File: src/hdl/assert_macros.svh
// Assertion macros shared by the timer pool RTL.
`ifndef ASSERT_MACROS_SVH
`define ASSERT_MACROS_SVH

// Clocked check that is switched off while reset is high.
`define OST_ASSERT(label, prop, msg) \
  label: assert property (@(posedge clk) disable iff (rst) (prop)) else $error(msg);

// Clocked check that also holds across reset.
`define OST_ASSERT_RST(label, prop, msg) \
  label: assert property (@(posedge clk) (prop)) else $error(msg);

`endif

File: src/hdl/ost_pkg.sv
// Types and constants of the one-shot timer pool.
package ost_pkg;

  localparam int unsigned CycW   = 32;
  localparam int unsigned TotalW = 64;
  localparam int unsigned SlotW  = 3;
  localparam int unsigned MaskW  = 8;

  // Request codes carried in the func field.
  typedef enum logic [1:0] {
    FUNC_ADVANCE = 2'd0,
    FUNC_ARM     = 2'd1,
    FUNC_STOP    = 2'd2,
    FUNC_RESET   = 2'd3
  } func_t;

  // Command broadcast from the top level to every timer slot.
  typedef struct packed {
    logic              commit;
    func_t             func;
    logic [CycW-1:0]   cycles;
    logic [CycW-1:0]   timeout;
    logic              core;
  } slot_cmd_t;

  // Status returned by one timer slot.
  typedef struct packed {
    logic active;
    logic expire;
    logic core;
  } slot_stat_t;

endpackage

File: src/hdl/ost_slot.sv
// One timer slot: elapsed counter, timeout compare and slot state.
module ost_slot (
  input  logic               clk,
  input  logic               rst,
  input  ost_pkg::slot_cmd_t cmd,
  input  logic               arm_sel,
  output ost_pkg::slot_stat_t stat
);

  logic                      active;
  logic                      active_next;
  logic [ost_pkg::CycW-1:0]  elapsed;
  logic [ost_pkg::CycW-1:0]  elapsed_next;
  logic [ost_pkg::CycW-1:0]  timeout;
  logic                      core;
  logic [ost_pkg::CycW:0]    sum;
  logic [ost_pkg::CycW-1:0]  sat_sum;
  logic                      expire;

  // Saturating add of the advanced cycles and the timeout compare.
  always_comb begin
    sum     = {1'b0, elapsed} + {1'b0, cmd.cycles};
    sat_sum = sum[ost_pkg::CycW] ? {ost_pkg::CycW{1'b1}} : sum[ost_pkg::CycW-1:0];
    expire  = active && (cmd.func == ost_pkg::FUNC_ADVANCE) && (sat_sum >= timeout);
  end

  // Next slot state for each request.
  always_comb begin
    active_next  = active;
    elapsed_next = elapsed;
    unique case (cmd.func)
      ost_pkg::FUNC_ADVANCE: begin
        if (active) begin
          if (expire) begin
            active_next  = 1'b0;
            elapsed_next = '0;
          end else begin
            elapsed_next = sat_sum;
          end
        end
      end
      ost_pkg::FUNC_ARM: begin
        if (arm_sel) begin
          active_next  = 1'b1;
          elapsed_next = '0;
        end
      end
      ost_pkg::FUNC_STOP: begin
        active_next = 1'b0;
      end
      ost_pkg::FUNC_RESET: begin
        active_next  = 1'b0;
        elapsed_next = '0;
      end
      default: begin
        active_next = active;
      end
    endcase
  end

  // Slot state registers, updated when a word leaves the input stage.
  always_ff @(posedge clk) begin
    if (rst) begin
      active  <= 1'b0;
      elapsed <= '0;
    end else if (cmd.commit) begin
      active  <= active_next;
      elapsed <= elapsed_next;
    end
  end

  // Timeout and target core are only read while the slot is active.
  always_ff @(posedge clk) begin
    if (cmd.commit && (cmd.func == ost_pkg::FUNC_ARM) && arm_sel) begin
      timeout <= cmd.timeout;
      core    <= cmd.core;
    end
  end

  assign stat.active = active;
  assign stat.expire = expire;
  assign stat.core   = core;

endmodule

File: src/hdl/ost_prio.sv
// Lowest-free-slot priority encoder for arm requests.
module ost_prio #(
  parameter int unsigned NUM_TIMERS = 8,
  parameter int unsigned IDX_W      = 3
) (
  input  logic [NUM_TIMERS-1:0] active,
  output logic [NUM_TIMERS-1:0] sel,
  output logic [IDX_W-1:0]      idx,
  output logic                  full
);

  logic [NUM_TIMERS-1:0] free;
  logic [NUM_TIMERS-1:0] lower_free;

  // One-hot select of the lowest free slot and its binary index.
  always_comb begin
    free       = ~active;
    lower_free = '0;
    sel        = '0;
    idx        = '0;
    for (int i = 1; i < NUM_TIMERS; i++) begin
      lower_free[i] = lower_free[i-1] | free[i-1];
    end
    for (int i = 0; i < NUM_TIMERS; i++) begin
      sel[i] = free[i] & ~lower_free[i];
      if (sel[i]) begin
        idx = IDX_W'(i);
      end
    end
    full = ~|free;
  end

endmodule

File: src/hdl/one_shot_timer_pool.sv
// One-shot timer pool: input stage, slot array and result register.
// A word accepted into the input register moves on to the result register once that register is free.
// Throughput: one word per cycle while out_stall is low; the slot adders and compares run in parallel.
// The result register lets a new word enter while the previous result waits.
// Reset (rst, synchronous) frees every slot, clears elapsed counts and the cycle total.
`include "assert_macros.svh"

module one_shot_timer_pool #(
  parameter int unsigned NUM_TIMERS = 8
) (
  input  logic                         clk,
  input  logic                         rst,
  input  logic                         in_valid,
  output logic                         in_stall,
  input  logic [1:0]                   func,
  input  logic [ost_pkg::CycW-1:0]     advance_cycles,
  input  logic [ost_pkg::CycW-1:0]     timeout,
  input  logic                         dest_core,
  output logic                         out_valid,
  input  logic                         out_stall,
  output logic                         status,
  output logic [ost_pkg::SlotW-1:0]    slot,
  output logic [ost_pkg::MaskW-1:0]    expired_mask,
  output logic                         irq_core0,
  output logic                         irq_core1,
  output logic [ost_pkg::TotalW-1:0]   cycle_total
);

  localparam int unsigned IdxW = (NUM_TIMERS > 1) ? $clog2(NUM_TIMERS) : 1;

  // Input stage.
  logic                         s1_valid;
  ost_pkg::func_t               s1_func;
  logic [ost_pkg::CycW-1:0]     s1_cycles;
  logic [ost_pkg::CycW-1:0]     s1_timeout;
  logic                         s1_core;
  logic                         s1_move;

  // Pool state and slot status.
  logic [ost_pkg::TotalW-1:0]   total;
  logic [ost_pkg::TotalW-1:0]   total_next;
  ost_pkg::slot_cmd_t           cmd;
  ost_pkg::slot_stat_t          stat [NUM_TIMERS];
  logic [NUM_TIMERS-1:0]        active_vec;
  logic [NUM_TIMERS-1:0]        expire_vec;
  logic [NUM_TIMERS-1:0]        core_vec;
  logic [NUM_TIMERS-1:0]        arm_sel;
  logic [IdxW-1:0]              free_idx;
  logic                         full;

  // Result values before the output register.
  logic [IdxW+ost_pkg::SlotW-1:0]       slot_ext;
  logic [NUM_TIMERS+ost_pkg::MaskW-1:0] mask_ext;
  logic                                 status_next;
  logic [ost_pkg::SlotW-1:0]            slot_next;
  logic [ost_pkg::MaskW-1:0]            mask_next;
  logic                                 irq0_next;
  logic                                 irq1_next;

  // Handshake: the input stage drains whenever the result register is free.
  assign s1_move  = s1_valid && (!out_valid || !out_stall);
  assign in_stall = s1_valid && !s1_move;

  // Input register.
  always_ff @(posedge clk) begin
    if (rst) begin
      s1_valid <= 1'b0;
    end else if (!in_stall) begin
      s1_valid <= in_valid;
    end
  end

  always_ff @(posedge clk) begin
    if (!in_stall && in_valid) begin
      s1_func    <= ost_pkg::func_t'(func);
      s1_cycles  <= advance_cycles;
      s1_timeout <= timeout;
      s1_core    <= dest_core;
    end
  end

  // Command broadcast to all slots.
  always_comb begin
    cmd.commit  = s1_move;
    cmd.func    = s1_func;
    cmd.cycles  = s1_cycles;
    cmd.timeout = s1_timeout;
    cmd.core    = s1_core;
  end

  // Slot array.
  for (genvar g = 0; g < NUM_TIMERS; g++) begin : g_slot
    ost_slot u_slot (
      .clk     (clk),
      .rst     (rst),
      .cmd     (cmd),
      .arm_sel (arm_sel[g]),
      .stat    (stat[g])
    );
    assign active_vec[g] = stat[g].active;
    assign expire_vec[g] = stat[g].expire;
    assign core_vec[g]   = stat[g].core;
  end

  // Lowest free slot for an arm.
  ost_prio #(
    .NUM_TIMERS (NUM_TIMERS),
    .IDX_W      (IdxW)
  ) u_prio (
    .active (active_vec),
    .sel    (arm_sel),
    .idx    (free_idx),
    .full   (full)
  );

  // Running cycle total.
  always_comb begin
    unique case (s1_func)
      ost_pkg::FUNC_ADVANCE: total_next = total + {{(ost_pkg::TotalW-ost_pkg::CycW){1'b0}},
                                                   s1_cycles};
      ost_pkg::FUNC_RESET:   total_next = '0;
      default:               total_next = total;
    endcase
  end

  always_ff @(posedge clk) begin
    if (rst) begin
      total <= '0;
    end else if (s1_move) begin
      total <= total_next;
    end
  end

  // Result fields, cut or padded to their port widths.
  always_comb begin
    slot_ext    = {{ost_pkg::SlotW{1'b0}}, free_idx};
    mask_ext    = {{ost_pkg::MaskW{1'b0}}, expire_vec};
    status_next = 1'b0;
    slot_next   = '0;
    mask_next   = '0;
    irq0_next   = 1'b0;
    irq1_next   = 1'b0;
    unique case (s1_func)
      ost_pkg::FUNC_ADVANCE: begin
        mask_next = mask_ext[ost_pkg::MaskW-1:0];
        irq0_next = |(expire_vec & ~core_vec);
        irq1_next = |(expire_vec & core_vec);
      end
      ost_pkg::FUNC_ARM: begin
        status_next = full;
        slot_next   = full ? '0 : slot_ext[ost_pkg::SlotW-1:0];
      end
      default: begin
        status_next = 1'b0;
      end
    endcase
  end

  // Result register.
  always_ff @(posedge clk) begin
    if (rst) begin
      out_valid <= 1'b0;
    end else if (!out_valid || !out_stall) begin
      out_valid <= s1_valid;
    end
  end

  always_ff @(posedge clk) begin
    if (s1_move) begin
      status       <= status_next;
      slot         <= slot_next;
      expired_mask <= mask_next;
      irq_core0    <= irq0_next;
      irq_core1    <= irq1_next;
      cycle_total  <= total_next;
    end
  end

  // Checks on the pool logic.
  `OST_ASSERT(a_arm_free_slot,
    (s1_move && (s1_func == ost_pkg::FUNC_ARM) && !full) |->
      ($onehot(arm_sel) && ((arm_sel & active_vec) == '0)),
    "arm picked a busy slot")
  `OST_ASSERT(a_refused_arm,
    (out_valid && status) |-> ((slot == '0) && (expired_mask == '0)),
    "refused arm carries slot or mask")
  `OST_ASSERT(a_mask_irq,
    (out_valid && (expired_mask != '0)) |-> (irq_core0 || irq_core1),
    "expiry without interrupt")
  `OST_ASSERT_RST(a_reset_empty,
    rst |=> (!out_valid && !s1_valid),
    "pipeline not empty after reset")

endmodule
File: config.mk
export PLATFORM = sky130hd
export DESIGN_NAME = one_shot_timer_pool
export DESIGN_NICKNAME = d
export VERILOG_FILES = /design/src/hdl/ost_pkg.sv /design/src/hdl/ost_slot.sv /design/src/hdl/ost_prio.sv /design/src/hdl/one_shot_timer_pool.sv
export VERILOG_INCLUDE_DIRS = /design/src /design/src/hdl
export SDC_FILE = /design/constraint.sdc
export NUM_CORES = 2
export LEC_CHECK = 0
export ABC_AREA = 1
export BUFFER_PORTS_ARGS = -buffer_cell sky130_fd_sc_hd__buf_2
export CORE_MARGIN = 2
export CORE_UTILIZATION = 47
export CTS_CLUSTER_DIAMETER = 200
export DETAILED_ROUTE_END_ITERATION = 8
export PLACE_DENSITY = 0.64
export SLEW_MARGIN = 10
export SYNTH_ARGS = -nofsm -noshare
export SYNTH_HDL_FRONTEND = slang
export SYNTH_SLANG_ARGS = --single-unit
File: constraint.sdc
create_clock -name clk -period 4.6 [get_ports clk]
set_input_delay 0.46 -clock clk [delete_from_list [all_inputs] [get_ports clk]]
set_output_delay 0.46 -clock clk [all_outputs]
set_load 0.01 [all_outputs]
# After elaboration in Yosys (flattened, before gate mapping)
# Cells that the tools add are included.
# word_totals
romBits	0
in_bits	71
ram_bits	0
register_bits	739
latchBits	0
mem_count	0
elab_cells	242
out_inout_bits	80
# classes
muxes	80
div_mod_pow	0
n_shift	0
reduce_logical	57
order_cmp	8
n_mul	0
bitwise	24
n_eq_ne	19
addsub	9
# ops
op	n
$mux W32	32
$pmux W32 S3	8
$add A32 B32 Y33	8
$ge A32 B32 Y1	8
$pmux W64 S2	1
$add A64 B32 Y64	1
$ne A2 B1 Y1 const B	16
$reduce_and A4 Y1	8
$logic_and A1 B1 Y1	28
$mux W1	25
$pmux W1 S3	8
$reduce_or A8 Y1	3
$mux W3	6
$reduce_and A2 Y1	9
$and A8 B8 Y8	2
$not A8 Y8	2
$and A1 B1 Y1	7
$not A1 Y1	7
$or A1 B1 Y1	6
$logic_not A1 Y1	5
$eq A2 B2 Y1 const B	2
$reduce_bool A3 Y1	1
$eq A2 B1 Y1 const B	1
$logic_not A2 Y1	1
2 further kinds	2

# Depth between registers and ports, before layout
# logic_depth
ltp_word	11
ltp_mapped	30
ltp_nobuf	29

# By module
# A second synthesis with hierarchy kept.
# unflattened
hier_cells	8929
hier_area_um2	60789.6
# modules_own_cells
module	area_per_inst_um2	n_inst	cells_per_inst	seq_area_each_um2
ost_slot at g_slot[0].u_slot ...	6182.2	7	929	1651.6
one_shot_timer_pool	11454.7	1	1464	5675.4
ost_slot at g_slot[7].u_slot	5906.9	1	932	1651.6
ost_prio	152.6	1	30	0.0

# Least setup slack after synthesis
# OpenSTA, ideal clock, no wires.
# synth_path
kind	reg-to-reg
startpoint	reg s1_cycles[1] (netlist name)
endpoint	reg g_slot[5].u_slot.elapsed[15] (netlist name)
t_arrival_ns	3.832
setup_ns	0.132
slack_ns	0.635
path_stages_with_launch	22
n_path_buf	2
path_cell_list	edfxtp_1 -> fa_1 -> nand3_1 -> nand2_1 -> nand2_1 -> o211ai_1 -> nand2_1 -> nand2_1 -> a21oi_1 -> buf_2 -> nand3_1 -> ha_1 -> nand2_1 -> nor2_1 -> nand4_1 -> nor4_1 -> nand2_1 -> nand3_1 -> nand2_1 -> clkbuf_1 -> nand3_1 -> a21oi_1
# synth_via
elab_chain_len	7
# synth_rtl
item	line	rtl
start, declared	one_shot_timer_pool.sv:34	logic [ost_pkg::CycW-1:0] s1_cycles;
start signal, assigned	one_shot_timer_pool.sv:76	s1_cycles <= advance_cycles;
$add A32 B32 Y33 (*)	ost_slot.sv:22	sum = {1'b0, elapsed} + {1'b0, cmd.cycles};
$mux W32 (*)	ost_slot.sv:23	sat_sum = sum[ost_pkg::CycW] ? {ost_pkg::CycW{1'b1}} : sum[ost_pkg::CycW-1:0];
$ge A32 B32 Y1	ost_slot.sv:24	expire = active && (cmd.func == ost_pkg::FUNC_ADVANCE) && (sat_sum >= timeout);
$logic_and A1 B1 Y1	ost_slot.sv:24	
$mux W32 (*)	ost_slot.sv:34	if (expire) begin
$mux W32 (*)	ost_slot.sv:33	if (active) begin
$pmux W32 S3 (*)	ost_slot.sv:31	unique case (cmd.func)
end signal, assigned	ost_slot.sv:68	elapsed <= elapsed_next;
end, declared	ost_slot.sv:12	logic [ost_pkg::CycW-1:0] elapsed;
# Every way passes the cells marked *; elsewhere a longest branch is shown, timed or not. The select of a mux whose other input is x is not followed.
# A chain may end at the register's enable or synchronous reset.

# Final worst setup path
# layout_path
startpoint	reg s1_cycles[0] (netlist name)
endpoint	reg expired_mask[4] (netlist name), data pin
# layout_via
elab_chain_len	4
# layout_rtl
item	line	rtl
$add A32 B32 Y33	ost_slot.sv:22	
$mux W32	ost_slot.sv:23	
$ge A32 B32 Y1	ost_slot.sv:24	
$logic_and A1 B1 Y1	ost_slot.sv:24	
end signal, assigned	one_shot_timer_pool.sv:172	expired_mask <= mask_next;
end, declared	one_shot_timer_pool.sv:23	output logic [ost_pkg::MaskW-1:0] expired_mask,
# Every way passes these cells.

==> metrics.txt <==
Final Hold Vio Count 0; vias in the first global route 50720; final instance area between 60000 and 70000 um2; Initial DRT Pass Iterations 7; largest net degree at the start of global routing 159; Ports 151; Setup Skew 0.02984 ns; Core Box Area 114300 um2; Routability Congestion 1.008; top cells by count, synth 2199 x nand2_1, 1281 x inv_1, 792 x nand3_1, 737 x a21oi_1, 564 x nor2_1; fillcell total 11330; Post-Syn Nets around 8400; Hold/Removal Path Class primary input to flip-flop; crit path launch type flip-flop; Synth top area share a little under a quarter; Die W 343.4 um; final wirelength 212500 um; average wire per standard cell 21.68 um; Synth Register Bits 739; clock root cell clkbuf_16; Tot Pwr 18.54 mW; Post-synth EDFFs 409; Buffers on Ports 150; most frequent cell after synthesis nand2_1; H-tree Lvls 3; Die ar. around 120000 um2; vias post-DR 54060; worst hold slack approximately 0.051 ns; Worst Path Max Fanout 17; PD cells 297.2 nW/um2; worst vdd ir roughly 0.38 mV; CTS tree built; synth warn 0; crit end category flip-flop; Detailed Place HPWL 156200 um; Layout area overhead 15.21%; fmax ~0.23 GHz; # rows 124; min cycle time layout ~4.4 ns; global-route wire length before repair between 300000 and 400000 um; final setup vio count 0; clk_lat worst skew 0.73 ns; Seq/Total Area, Yosys about a third; max_slew headroom roughly 1.7%; Least-Margin Pin Slew 1.474 ns; top_reg_cell synth edfxtp_1; final worst-path cycle share a little over nine tenths; gr ovfl total 0; arrival time of the worst setup path around 5 ns; Synth area leader edfxtp_1; syn_area_per_cell 6.935 um2; Max Cap Viol 0; Netlist cell types 42; DR vias/cell about 5.5; Nets approximately 8800; Starting Density a little under half; status finished clean; Clk pin slew, worst setup/hold paths 0.06 ns; Routed Antenna Nets 0; Worst Path Required ~5 ns; Total GRT Usage between 30% and 40%; Placement Setup Slack -0.1999 ns; synthesized area 54150 um2; FF/Latch Area between 15000 and 20000 um2; die height 343.4 um; share of layout cells above drive strength 1 7.487%; Num Clock Sinks 739; total CTS buffers 90; # DRC 0; fraction of registers with async set/reset 0%; Post-Syn Instances 7808; Placed Area 58150 um2; area occupied by multi-input gates about 30000 um2; crit path kind flip-flop to flip-flop; top cells by area, synth edfxtp_1 23%, nand2_1 15%, ha_1 13%; Pins Over Slew Limit 0; DR iter-0 viols slightly above 5000; maximum clock path buffer count 3; leakage power total 31.21 nW; antenna violations before repair 22; slack of the critical path 0.2048 ns
[sequential cells by signal, summed over array words and instances, names as in the netlist, 2 cells and up]
name and cells:
g_slot.u_slot.elapsed 256, g_slot.u_slot.timeout 256, cycle_total 64, total 64
s1_cycles 32, s1_timeout 32, expired_mask 8, g_slot.u_slot.active 8
g_slot.u_slot.core 8, slot 3, s1_func 2
[cell usage in the layout, fill, tap and decap left out, types with 75 or more instances in the layout]
cell type  count
nor2_1       550
o21ai_0      324
dfxtp_1      330
ha_1         549
xor2_1        75
edfxtp_1     409
buf_2        149
nor3_1        85
buf_4        185
a21oi_1      725
inv_1       1279
clkbuf_16     95
nand4_1      113
nand3_1      778
nand2_1     2191
[final timing paths]
| kind | from | endpoint | slack, ns | cells after the start |
|---|---|---|---|---|
| setup / recovery | s1_cycles[0] | expired_mask[4] | 0.20 | 26 |
| setup reg to reg | s1_cycles[0] | expired_mask[4] | 0.20 | 26 |
| hold reg to reg | s1_timeout[16] | g_slot[2].u_slot.timeout[16] | 0.45 | 0 |
| hold / removal | in_valid | s1_valid | 0.05 | 3 |
[report_power, final]
part	internal, mW	total, mW	switching, mW
clock	4.31	7.48	3.18
sequential	7.18	7.39	0.213
combinational	1.17	3.67	2.50
[what timing repair did]
action	in CTS	in global routing
pin swaps	1	9
cloned	0	4
setup buffers	2	7
hold buffers	67	0
resized for setup	2	56
hold endpoints to repair	67	0
endpoints found under the setup margin	36	261
[critical path, stage by stage (launching register included)]
cell,delay [ns]
edfxtp_1,0.44
buf_12,0.20
ha_1,0.24
fa_1,0.41
nand3_1,0.09
nand2_1,0.07
nand2_1,0.06
o211ai_1,0.13
nand2_1,0.10
nand2_1,0.11
a21oi_2,0.24
buf_12,0.17
buf_4,0.19
nand2_1,0.14
ha_1,0.32
nand2_1,0.12
nor2_1,0.06
nor3_1,0.13
nand2_1,0.09
nand2_1,0.07
nand2_1,0.04
nand2_1,0.06
nand3_2,0.12
nand2_4,0.16
buf_12,0.19
buf_4,0.12
inv_1,0.03
[routing by layer]
layer	wire, um	share of wire [%]	vias to the layer above	global-route usage, %
li1	-	-	26390	-
met1	89610	42	25090	46.02
met2	94530	44	2127	56.25
met3	17320	8.2	442	6.908
met4	10970	5.2	12	17.80
met5	80	0.038	-	0
[cell type report]
class / count / share of cell area (%)
multi-input cells: 5617 / 48.08
flip-flops and latches: 739 / 30.28
clock buffers: 113 / 3.961
clock inverters: 55 / 0.9487
well taps: 1512 / 3.033
repair buffers: 446 / 5.824
inverters: 1284 / 7.728
diodes: 38 / 0.1524
[metrics by stage]
step | cells | utilization, % | TNS [ns]
4_1_cts | 9755 | 54.14 | 0
3_5_place_dp | 9518 | 50.85 | -5.941
2_1_floorplan | 7808 | - | 0
3_3_place_gp | 9518 | 50.85 | -4.140
6_report | 9804 | 54.56 | 0
5_1_grt | 9769 | 54.48 | -0.04711
[cells by family after synthesis]
group | count (synthesis) | synth area share, %
simple gates | 3823 | 29.44
buf+inv | 1452 | 10.21
compound gates | 1141 | 10.91
flops | 739 | 34.88
fa+ha+maj | 558 | 13.02
xor+xnor | 95 | 1.537
No activity file was read; power rests on OpenSTA's default activity.
